--- src/rtl/hav_pkg.sv ---
`timescale 1ns / 1ps
package hav_pkg;

  localparam int unsigned QueueDepth = 2;

  typedef enum logic [6:0] {
    PH_START  = 7'b0000001,
    PH_NAME   = 7'b0000010,
    PH_PORT   = 7'b0000100,
    PH_OPEN   = 7'b0001000,
    PH_V6     = 7'b0010000,
    PH_FUTURE = 7'b0100000,
    PH_CLOSED = 7'b1000000
  } phase_t;

  localparam logic [1:0] KIND_NAME   = 2'd0;
  localparam logic [1:0] KIND_V6     = 2'd1;
  localparam logic [1:0] KIND_FUTURE = 2'd2;

  // byte classes made at the front
  typedef struct packed {
    logic [7:0] data_byte;
    logic       is_last;
    logic       text_empty;
    logic       dig;
    logic       hexd;
    logic       namech;
    logic [3:0] digit;
  } item_t;

  typedef struct packed {
    logic        accepted;
    logic [1:0]  host_kind;
    logic        ip_literal;
    logic        has_port;
    logic        port_empty;
    logic        port_valid;
    logic [15:0] port_number;
  } result_t;

  function automatic logic is_dig(input logic [7:0] b);
    return b >= 8'h30 && b <= 8'h39;
  endfunction

  function automatic logic is_hex(input logic [7:0] b);
    return is_dig(b) || (b >= 8'h61 && b <= 8'h66) || (b >= 8'h41 && b <= 8'h46);
  endfunction

  function automatic logic is_name(input logic [7:0] b);
    logic r;
    r = (b >= 8'h41 && b <= 8'h5a) || (b >= 8'h61 && b <= 8'h7a) || is_dig(b);
    case (b)
      8'h2d, 8'h2e, 8'h5f, 8'h7e, 8'h21, 8'h24, 8'h26, 8'h27,
      8'h28, 8'h29, 8'h2a, 8'h2b, 8'h2c, 8'h3b, 8'h3d: r = 1'b1;
      default: ;
    endcase
    return r;
  endfunction

endpackage

--- src/rtl/hav_front.sv ---
`timescale 1ns / 1ps
module hav_front (
  input  logic          clk,
  input  logic          rst,
  input  logic [7:0]    data_byte,
  input  logic          is_last,
  input  logic          text_empty,
  input  logic          push,
  output logic          full,
  output hav_pkg::item_t item,
  output logic          item_valid,
  input  logic          item_take
);
  import hav_pkg::*;

  item_t q [QueueDepth];
  logic [$clog2(QueueDepth):0] count;
  logic [$clog2(QueueDepth)-1:0] wr_ptr, rd_ptr;
  logic do_push, do_pop;
  item_t cls;

  assign full = count == ($clog2(QueueDepth)+1)'(QueueDepth);
  assign item_valid = count != '0;
  assign item = q[rd_ptr];
  assign do_push = push && !full;
  assign do_pop = item_take && item_valid;

  always_comb begin
    cls.data_byte  = data_byte;
    cls.is_last    = is_last;
    cls.text_empty = text_empty;
    cls.dig        = is_dig(data_byte);
    cls.hexd       = is_hex(data_byte);
    cls.namech     = is_name(data_byte);
    cls.digit      = data_byte[3:0];
  end

  always_ff @(posedge clk) begin
    if (do_push) q[wr_ptr] <= cls;
    if (rst) begin
      count <= '0;
      wr_ptr <= '0;
      rd_ptr <= '0;
    end else begin
      if (do_push) wr_ptr <= wr_ptr + 1'b1;
      if (do_pop) rd_ptr <= rd_ptr + 1'b1;
      count <= count + (($clog2(QueueDepth)+1)'(do_push))
                     - (($clog2(QueueDepth)+1)'(do_pop));
    end
  end
endmodule

--- src/rtl/hav_back.sv ---
`timescale 1ns / 1ps
module hav_back (
  input  logic            clk,
  input  logic            rst,
  input  hav_pkg::item_t  item,
  input  logic            item_valid,
  output logic            item_take,
  output logic            empty,
  input  logic            pop,
  output hav_pkg::result_t res
);
  import hav_pkg::*;

  phase_t phase, phase_n;
  logic failed, failed_n;
  logic [1:0] kind, kind_n;
  logic [3:0] groups, groups_n;
  logic comp, comp_n;
  logic [1:0] crun, crun_n;
  logic [2:0] slen, slen_n;
  logic shex, shex_n, sdot, sdot_n;
  logic [1:0] oidx, oidx_n;
  logic [8:0] oval, oval_n;
  logic [1:0] odig, odig_n;
  logic olz, olz_n;
  logic [1:0] esc, esc_n;
  logic pseen, pseen_n, pdig, pdig_n, povf, povf_n;
  logic [15:0] pacc, pacc_n;
  logic out_full;
  result_t r;
  logic [7:0] b;
  logic last;
  logic [4:0] gsum;
  logic [12:0] v10;
  logic [19:0] p10;
  logic fin_bad;

  assign empty = !out_full;
  assign item_take = item_valid && (!out_full || pop);
  assign b = item.data_byte;
  assign last = item.text_empty || item.is_last;

  always_comb begin
    phase_n = phase; failed_n = failed; kind_n = kind; groups_n = groups;
    comp_n = comp; crun_n = crun; slen_n = slen; shex_n = shex; sdot_n = sdot;
    oidx_n = oidx; oval_n = oval; odig_n = odig; olz_n = olz; esc_n = esc;
    pseen_n = pseen; pdig_n = pdig; povf_n = povf; pacc_n = pacc;
    gsum = '0;
    v10 = 13'(oval) * 13'd10 + 13'(item.digit);
    p10 = 20'(pacc) * 20'd10 + 20'(item.digit);
    if (!item.text_empty && !failed) begin
      case (phase)
        PH_START, PH_NAME: begin
          if (phase == PH_START && b == "[") phase_n = PH_OPEN;
          else begin
            phase_n = PH_NAME;
            if (esc != 2'd0) begin
              if (item.hexd) esc_n = esc - 2'd1; else failed_n = 1'b1;
            end else if (item.namech) begin
            end else if (b == "%") esc_n = 2'd2;
            else if (b == ":") begin
              phase_n = PH_PORT; pseen_n = 1'b1;
            end else failed_n = 1'b1;
          end
        end
        PH_PORT: begin
          if (!item.dig) failed_n = 1'b1;
          else begin
            pdig_n = 1'b1;
            if (!povf) begin
              if (p10 > 20'd65535) begin
                povf_n = 1'b1; pacc_n = '0;
              end else pacc_n = p10[15:0];
            end
          end
        end
        PH_OPEN, PH_V6: begin
          if (phase == PH_OPEN && b == "]") failed_n = 1'b1;
          else if (phase == PH_OPEN && (b == "v" || b == "V")) begin
            kind_n = KIND_FUTURE; phase_n = PH_FUTURE;
          end else if (phase == PH_V6 && b == "]") begin
            // closing bracket: finish the last segment
            gsum = {1'b0, groups};
            if (crun == 2'd1 || crun == 2'd3) failed_n = 1'b1;
            else begin
              if (slen != 3'd0) begin
                if (sdot) begin
                  if (oidx != 2'd3 || odig == 2'd0) failed_n = 1'b1;
                  else gsum = {1'b0, groups} + 5'd2;
                end else if (slen > 3'd4 || !shex) failed_n = 1'b1;
                else gsum = {1'b0, groups} + 5'd1;
              end
              if (!failed_n) begin
                if (gsum > 5'd15) gsum = 5'd15;
                groups_n = gsum[3:0];
                if (comp ? (gsum >= 5'd8) : (gsum != 5'd8)) failed_n = 1'b1;
                else phase_n = PH_CLOSED;
              end
            end
          end else begin
            if (phase == PH_OPEN) begin
              kind_n = KIND_V6; phase_n = PH_V6;
            end
            if (b == ":") begin
              if (slen != 3'd0) begin
                if (sdot || slen > 3'd4 || !shex) failed_n = 1'b1;
                else begin
                  if (groups != 4'd15) groups_n = groups + 4'd1;
                  crun_n = 2'd1;
                  slen_n = '0; shex_n = 1'b1; sdot_n = 1'b0;
                  oidx_n = '0; oval_n = '0; odig_n = '0; olz_n = 1'b0;
                end
              end else if (crun == 2'd0) crun_n = 2'd3;
              else if (crun == 2'd2 || comp) failed_n = 1'b1;
              else begin
                comp_n = 1'b1; crun_n = 2'd2;
              end
            end else if (crun == 2'd3) failed_n = 1'b1;
            else begin
              crun_n = 2'd0;
              if (!sdot) begin
                if (b == ".") begin
                  if (slen < 3'd1 || slen > 3'd3 || !shex || {1'b0, odig} != slen
                      || oval > 9'd255 || (odig > 2'd1 && olz)) failed_n = 1'b1;
                  else begin
                    sdot_n = 1'b1; oidx_n = 2'd1;
                    oval_n = '0; odig_n = '0; olz_n = 1'b0;
                  end
                end else begin
                  if (!item.hexd) shex_n = 1'b0;
                  if (slen < 3'd5) slen_n = slen + 3'd1;
                  if (item.dig && odig < 2'd3) begin
                    if (odig == 2'd0) olz_n = b == "0";
                    oval_n = v10 > 13'd256 ? 9'd256 : v10[8:0];
                    odig_n = odig + 2'd1;
                  end
                end
              end else if (item.dig) begin
                if (odig == 2'd3 || (odig == 2'd1 && olz)) failed_n = 1'b1;
                else begin
                  if (odig == 2'd0) olz_n = b == "0";
                  oval_n = v10[8:0];
                  odig_n = odig + 2'd1;
                  if (v10 > 13'd255) failed_n = 1'b1;
                end
              end else if (b == ".") begin
                if (odig == 2'd0 || oidx == 2'd3) failed_n = 1'b1;
                else begin
                  oidx_n = oidx + 2'd1;
                  oval_n = '0; odig_n = '0; olz_n = 1'b0;
                end
              end else failed_n = 1'b1;
            end
          end
        end
        PH_FUTURE: begin
          if (b == "]") begin
            if (!sdot || odig == 2'd0) failed_n = 1'b1; else phase_n = PH_CLOSED;
          end else if (!sdot) begin
            if (item.hexd) slen_n = 3'd1;
            else if (b == "." && slen != 3'd0) sdot_n = 1'b1;
            else failed_n = 1'b1;
          end else if (item.namech || b == ":") odig_n = 2'd1;
          else failed_n = 1'b1;
        end
        PH_CLOSED: begin
          if (b == ":") begin
            phase_n = PH_PORT; pseen_n = 1'b1;
          end else failed_n = 1'b1;
        end
        default: failed_n = 1'b1;
      endcase
    end
    // end-of-text judgment, only feeds the result
    fin_bad = failed_n;
    if (!failed_n) begin
      if (phase_n == PH_NAME) begin
        if (esc_n != 2'd0) fin_bad = 1'b1;
      end else if (phase_n != PH_START && phase_n != PH_CLOSED && phase_n != PH_PORT)
        fin_bad = 1'b1;
    end
    r = '0;
    if (!fin_bad) begin
      r.accepted = 1'b1;
      r.host_kind = kind_n;
      r.ip_literal = kind_n != KIND_NAME;
      r.has_port = pseen_n;
      r.port_empty = pseen_n && !pdig_n;
      r.port_valid = pdig_n && !povf_n;
      r.port_number = (pdig_n && !povf_n) ? pacc_n : '0;
    end
  end

  always_ff @(posedge clk) begin
    if (item_take && last) res <= r;
    if (rst) begin
      out_full <= 1'b0;
    end else if (item_take && last) out_full <= 1'b1;
    else if (pop) out_full <= 1'b0;
    if (rst || (item_take && last)) begin
      phase <= PH_START; failed <= 1'b0; kind <= KIND_NAME; groups <= '0;
      comp <= 1'b0; crun <= '0; slen <= '0; shex <= 1'b1; sdot <= 1'b0;
      oidx <= '0; oval <= '0; odig <= '0; olz <= 1'b0; esc <= '0;
      pseen <= 1'b0; pdig <= 1'b0; povf <= 1'b0; pacc <= '0;
    end else if (item_take) begin
      phase <= phase_n; failed <= failed_n; kind <= kind_n; groups <= groups_n;
      comp <= comp_n; crun <= crun_n; slen <= slen_n; shex <= shex_n; sdot <= sdot_n;
      oidx <= oidx_n; oval <= oval_n; odig <= odig_n; olz <= olz_n; esc <= esc_n;
      pseen <= pseen_n; pdig <= pdig_n; povf <= povf_n; pacc <= pacc_n;
    end
  end
endmodule

--- src/rtl/http_authority_validator.sv ---
`timescale 1ns / 1ps
// Path: a result reaches the ports after its last byte has passed through the
// front queue and then the result register.
// Throughput: one byte per cycle while no result waits unpopped; the front queue
// holds two bytes, and the result register accepts a new result in the cycle the old one is popped.
// Reset (rst, synchronous): queue and result register emptied, parser state
// back to start of text.
module http_authority_validator (
  input  logic        clk,
  input  logic        rst,
  input  logic [7:0]  data_byte,
  input  logic        is_last,
  input  logic        text_empty,
  input  logic        push,
  output logic        full,
  output logic        empty,
  input  logic        pop,
  output logic        accepted,
  output logic [1:0]  host_kind,
  output logic        ip_literal,
  output logic        has_port,
  output logic        port_empty,
  output logic        port_valid,
  output logic [15:0] port_number
);
  import hav_pkg::*;

  item_t item;
  logic item_valid, item_take;
  result_t res;

  hav_front u_front (
    .clk, .rst, .data_byte, .is_last, .text_empty, .push, .full,
    .item, .item_valid, .item_take
  );

  hav_back u_back (
    .clk, .rst, .item, .item_valid, .item_take, .empty, .pop, .res
  );

  assign accepted    = res.accepted;
  assign host_kind   = res.host_kind;
  assign ip_literal  = res.ip_literal;
  assign has_port    = res.has_port;
  assign port_empty  = res.port_empty;
  assign port_valid  = res.port_valid;
  assign port_number = res.port_number;
endmodule
--- config.mk ---
export PLATFORM = sky130hd
export DESIGN_NAME = http_authority_validator
export DESIGN_NICKNAME = d
export VERILOG_FILES = /design/src/rtl/hav_pkg.sv /design/src/rtl/hav_front.sv /design/src/rtl/hav_back.sv /design/src/rtl/http_authority_validator.sv
export SDC_FILE = /design/constraint.sdc
export NUM_CORES = 1
export LEC_CHECK = 0
export CORE_MARGIN = 2
export CORE_UTILIZATION = 45
export CTS_CLUSTER_DIAMETER = 30
export DETAILED_ROUTE_END_ITERATION = 10
export DONT_BUFFER_PORTS = 1
export SETUP_SLACK_MARGIN = 0.5
export SYNTH_ARGS = -nofsm -noshare
export SYNTH_HDL_FRONTEND = slang
export SYNTH_HIERARCHICAL = 1
export SYNTH_SLANG_ARGS = --single-unit
--- constraint.sdc ---
create_clock -name clk -period 3.4 [get_ports clk]
set_input_delay 1.02 -clock clk [delete_from_list [all_inputs] [get_ports clk]]
set_output_delay 1.02 -clock clk [all_outputs]
set_load 0.05 [all_outputs]
# After elaboration in Yosys (flattened, before gate mapping)
# Memories as Yosys holds them, arrays and structs flattened. A register that Yosys moved wholly into a read port is not among the register bits.
# Index checks and enable logic that the tools add are counted.
[totals]
regBits = 85
out_inout_bits = 25
inputBits = 14
memories = 1
word_cells = 462
ramBits = 34
[memory_table]
columns = ["name", "words", "word_bits", "read_ports", "rd_ports_with_merged_regs", "wr", "line", "text"]
rows = [
  ["u_front.q", 2, 17, 1, 1, 1, "hav_front.sv:16", "item_t q [QueueDepth];"],
]
[op_classes]
n_eq_ne = 82
order_cmp = 20
mux = 227
n_bitwise = 7
multipliers = 2
n_addsub = 13
reduce_logical = 81
[ops]
columns = ["operator", "n"]
rows = [
  ["8-bit by 6-bit equality test with 1-bit output (second input constant)", 17],
  ["9-bit 2-to-1 mux", 13],
  ["7-bit 2-to-1 mux", 15],
  ["1-bit 2-to-1 mux", 102],
  ["16-bit 2-to-1 mux", 6],
  ["2-bit 2-to-1 mux", 45],
  ["5-bit 2-to-1 mux", 18],
  ["8-bit by 7-bit equality test with 1-bit output (second input constant)", 6],
  ["3-bit 2-to-1 mux", 14],
  ["8-bit by 7-bit less-or-equal comparator with 1-bit output (second input constant)", 4],
  ["4-bit 2-to-1 mux", 7],
  ["7-bit case mux with 4 select lines", 1],
  ["14-bit AND reduction", 2],
  ["2-bit != test (second input constant)", 12],
  ["1-bit logical OR", 23],
  ["23-bit 2-to-1 mux", 1],
  ["1-bit logical AND", 22],
  ["20-bit by 4-bit adder with 20-bit output", 1],
  ["20-bit by 16-bit greater-than comparator with 1-bit output (second input constant)", 1],
  ["10-bit AND reduction", 2],
  ["16-bit by 3-bit multiplier with 19-bit output (second input constant)", 1],
  ["3-bit != test (second input constant)", 6],
  ["2-bit nonzero test", 9],
  ["17-bit AND reduction", 1],
  ["63 further kinds", 103],
]

# Logic depth before layout (Yosys ltp)
[logic_depth]
depth_word = 37
mapped_depth = 16
ltp_nobuf = 14

# Cells and area by module
# Netlist, hierarchy kept.
[by_module_without_submodules]
columns = ["mod", "area_per_inst_um2", "instances", "cells_each", "seq_area_each_um2"]
rows = [
  ["hav_back", 6912.9, 1, 863, 1851.8],
  ["hav_front", 1353.8, 1, 95, 880.8],
]

# Least setup slack after synthesis
# Ideal clock, no wire load.
[synth_timing]
path_type = "register -> register"
startpoint = "register u_back.pacc[1]"
endpoint = "register u_back/res[11] (netlist name)"
period_less_slack_ps = 3682
stages_incl_launch_ff = 17
t_required_ps = 3145
path_buffers = 2
arrival_ps = 3427
slack_ps = -282
path_cell_list = "dfxtp_1 > ha_1 > ha_1 > inv_1 > fa_1 > and2b_1 > o2111ai_1 > and3_1 > o21a_1 > o311ai_0 > a311oi_1 > a31o_1 > buf_6 > or2_4 > nand4_4 > buf_6 > a21oi_2"
[synth_via]
elab_chain_cells = 12
word_cells_on_any_way = 17
[synth_rtl]
columns = ["element", "line", "text"]
rows = [
  ["start, declared", "hav_back.sv:28", "logic [15:0] pacc, pacc_n;"],
  ["start signal, assigned", "hav_back.sv:209", "pseen <= pseen_n; pdig <= pdig_n; povf <= povf_n; pacc <= pacc_n;"],
  ["16-bit by 3-bit multiplier with 19-bit output *", "hav_back.sv:50", "p10 = 20'(pacc) * 20'd10 + 20'(item.digit);"],
  ["20-bit by 4-bit adder with 20-bit output *", "hav_back.sv:50", ""],
  ["20-bit by 16-bit greater-than comparator with 1-bit output", "hav_back.sv:71", "if (p10 > 20'd65535) begin"],
  ["1-bit 2-to-1 mux", "hav_back.sv:71", ""],
  ["1-bit 2-to-1 mux", "hav_back.sv:70", "if (!povf) begin"],
  ["1-bit 2-to-1 mux", "hav_back.sv:67", "if (!item.dig) failed_n = 1'b1;"],
  ["1-bit 2-to-1 mux", "hav_back.sv:52", "case (phase)"],
  ["1-bit 2-to-1 mux", "hav_back.sv:51", "if (!item.text_empty && !failed) begin"],
  ["1-bit zero test", "hav_back.sv:190", "r.port_number = (pdig_n && !povf_n) ? pacc_n : '0;"],
  ["1-bit logical AND", "hav_back.sv:190", ""],
  ["1-bit inverter (no line)", "n/a", ""],
  ["2-bit OR reduction (no line)", "n/a", ""],
]
# Every way passes the cells marked *; elsewhere a longest branch is shown, timed or not.
# A chain may end at the register's enable or synchronous reset.

# Worst setup path after layout
[layout_timing]
startpoint = "register u_back.pacc[4]"
endpoint = "register u_back/res[8] (netlist name)"
[layout_via]
elab_chain_cells = 12
word_cells_on_any_way = 17
[layout_rtl]
columns = ["element", "line"]
rows = [
  ["16-bit by 3-bit multiplier with 19-bit output *", "hav_back.sv:50"],
  ["20-bit by 4-bit adder with 20-bit output *", "hav_back.sv:50"],
  ["20-bit by 16-bit greater-than comparator with 1-bit output", "hav_back.sv:71"],
  ["1-bit 2-to-1 mux", "hav_back.sv:71"],
  ["1-bit 2-to-1 mux", "hav_back.sv:70"],
  ["1-bit 2-to-1 mux", "hav_back.sv:67"],
  ["1-bit 2-to-1 mux", "hav_back.sv:52"],
  ["1-bit 2-to-1 mux", "hav_back.sv:51"],
  ["1-bit zero test", "hav_back.sv:190"],
  ["1-bit logical AND", "hav_back.sv:190"],
  ["1-bit inverter (no line)", "n/a"],
  ["2-bit OR reduction (no line)", "n/a"],
]
# Marks and branches as above.

==> reports/qor.yml <==
clock_tree:
  clock_latency_ns: 0.37
  cts-root-buf: "clkbuf_16"
  clockBufferDepth: 2
  cts_tree: "done"
  cts.sinks: 112
  cts_hold_buf: 0
  cts_inserted_buffers: 9
  cts.clk_slew.worst_paths_ns: 0.09
  h-tree-depth: 3
floorplanning:
  dieArea_um2: 19500
  die_height_um: 140
  core_um2: 18000
  initial_core_util: 0.460
  placementRows: 49
  die_x_um: 140
  io_pins: 39
synthesis:
  synth_nets: 1036
  synth_most_common_cell: "nand2_1"
  synth_top_area_frac: 0.178
  async_flop_share: 0
  synth_area_per_cell_um2: 8.63
  synth_area_leaders: "edfxtp_1 18%, dfxtp_1 15%, ha_1 9.1%"
  syn_area_um2: 8270
  synth-edff-count: 49
  synth_common_cells: "97 x nand2_1, 96 x nor2_1, 67 x a21oi_1"
  synth_top_area_cell: "edfxtp_1"
  synth_flop_cell: "dfxtp_1"
  synthCells: 958
  ys_seq_area_frac: 0.331
  ys_types: 97
  yosys_register_bits: 112
  yosys_warnings: 6
sta:
  worst_hold_slack_ns: 0.489
  period_share: 1.02
  clock_skew_ns: 0.00906
  rsz0062_at_grt: "yes"
  slew_headroom: 0.531
  fin_crit_ns: 3.47
  worstMarginPinSlew_ns: 0.702
  hold_violations: 0
  setup_viol: 14
  timing.final.ws_setup_ns: -0.0735
  fmax_ghz: 0.288
  final_max_slew_viol_count: 0
setup_path:
  start_kind: "flop"
  required_ns: 3.53
  reg2reg_depth: 13
  crit_path_end_kind: "flop"
  worst-setup-path-type: "reg2reg"
  cp.arrival_ns: 3.60
  crit_path_max_fanout: 8
global_routing:
  antenna_found_initial: 0
  grt_max_degree: 44
  grt-ovfl-total: 0
  grt_pass1_wl_mm: 37.6
  grt_pass1_vias: 7566
  track_usage: 0.236
detailed_routing:
  wl_per_cell_um: 17.6
  remaining_drc_errors: 0
  dr.pass1.iters: 5
  drtAntennaViolNets: 0
  drt-total-wl_mm: 23.2
  drt_iter0_drc: 491
  viasPerCell: 5.89
  vias: 7761
run_status:
  violations: "setup timing"
  outcome: "complete, but fails checks"
power:
  vdd.ir_drop.worst_mv: 0.345
  leakage_nw: 4.26
  power_density_nw_per_um2: 497
min_path:
  hp-class: "reg2reg"
  min_path_cells: 2
layout:
  area_growth_pct: 32.3
  fin_nets: 1161
  n_antenna_cell: 0
  drive_above_1_share: 0.351
  fill_cells: 1580
placement:
  port_buffers: 0
  globalplace.congestion: 0.871
  dp_worst_setup_slack_ns: -0.0693
  place_hpwl_mm: 16.5
job:
  drv_cap: 0
[logic make-up after synthesis]
logic type                 after synthesis  synth area share
AOI/OAI and AO/OA                      249             0.212
xor gates and xnor gates                40            0.0424
adders and majority gates               64             0.100
buffers and inverters                   79            0.0427
DFF                                    112             0.331
muxes                                   21            0.0278
and+or+nand+nor                        393             0.244
[worst max-delay path, cell delays in order (launching register included)]
cell and delay [ns]:
dfxtp_2 0.36, ha_1 0.30, ha_1 0.36, o21ai_2 0.11, o211ai_2 0.18, a41oi_2 0.22
or4b_1 0.56, o311ai_2 0.12, a311oi_2 0.17, a31o_4 0.25, or2_4 0.23, nand4_4 0.17
buf_12 0.16, a21oi_2 0.04
[path summary, 6_finish.rpt]
| path | from | slack, ns | to |
|---|---|---|---|
| setup reg to reg | u_back/pacc[4] | -0.07 | u_back/res[8] |
| hold reg to reg | u_back/oidx[1] | 0.49 | u_back/oidx[1] |
| setup / recovery | u_back/pacc[4] | -0.07 | u_back/res[8] |
| hold / removal | u_back/oidx[1] | 0.49 | u_back/oidx[1] |
[sequential cells by signal, indices dropped and copies added, names as in the netlist, 2 cells and up, named ones only]
| register | count |
|---|---|
| u_back/crun | 2 |
| u_back/esc | 2 |
| u_back/groups | 4 |
| u_back/kind | 2 |
| u_back/odig | 2 |
| u_back/oidx | 2 |
| u_back/oval | 9 |
| u_back/pacc | 16 |
| u_back/phase | 7 |
| u_back/res | 23 |
| u_back/slen | 3 |
| u_front/count | 2 |
| u_front/q | 26 |
[stage by stage]
stage          instance area (um^2)  instances  power, W  utilization  setup TNS, ns
2_1_floorplan                  8500        958   0.00333            -         -0.242
3_3_place_gp                   9430       1260   0.00390        0.525        -0.0425
3_5_place_dp                   9430       1260   0.00390        0.525         -0.699
4_1_cts                       10500       1307   0.00530        0.585              0
5_1_grt                       10900       1317   0.00568        0.609          -3.05
6_report                      10900       1317   0.00543        0.609         -0.827
[layer usage]
metal / share of wire / wire length (um) / global-route usage
met5: 0 / 0 / 0
met4: 0.019 / 445 / 0.0668
met3: 0.047 / 1090 / 0.0306
met2: 0.48 / 11100 / 0.405
met1: 0.45 / 10500 / 0.314
[area by class of cell]
type / count / area, um^2 / share of cell area
clock inverters: 7 / 108 / 0.00984
multi-input cells: 767 / 6110 / 0.559
well taps: 229 / 287 / 0.0262
flip-flops and latches: 112 / 2770 / 0.253
repair buffers: 159 / 1310 / 0.120
clock buffers: 9 / 225 / 0.0206
inverters: 34 / 128 / 0.0117
[report_power, final]
group,switching [W],internal [W],total (W)
Sequential,0.000493,0.00168,0.00217
Clock,0.000615,0.000555,0.00117
Combinational,0.00122,0.000869,0.00209
[timing repair]
| action | CTS | global route |
|---|---|---|
| pin swaps | 62 | 43 |
| setup endpoints to repair | 56 | 63 |
| cloned | 1 | 0 |
| resized for setup | 111 | 72 |
| buffers inserted | 30 | 10 |
[placed cells by master, fill, tap and decap left out, types with 6 or more instances in the layout]
master and n:
mux2_2 10, edfxtp_1 49, o21ai_2 10, o211ai_1 10, dfxtp_4 7, nand3_1 28, buf_6 14, xor2_1 15
a21o_1 16, nand4_1 16, inv_1 28, dfxtp_1 51, a211oi_1 8, xnor2_1 20, nor2_1 91, buf_4 139
o21ai_0 23, a22o_1 8, nand2_1 91, o21a_1 8, or4_1 6, clkbuf_16 9, ha_4 12, nand2b_1 22
ha_1 46, a21oi_1 42, nand3_2 12, nor2b_1 12, nor3_1 19, a21oi_2 33, or3_1 6, mux2_4 6
Power figures use the tool's default switching activity.
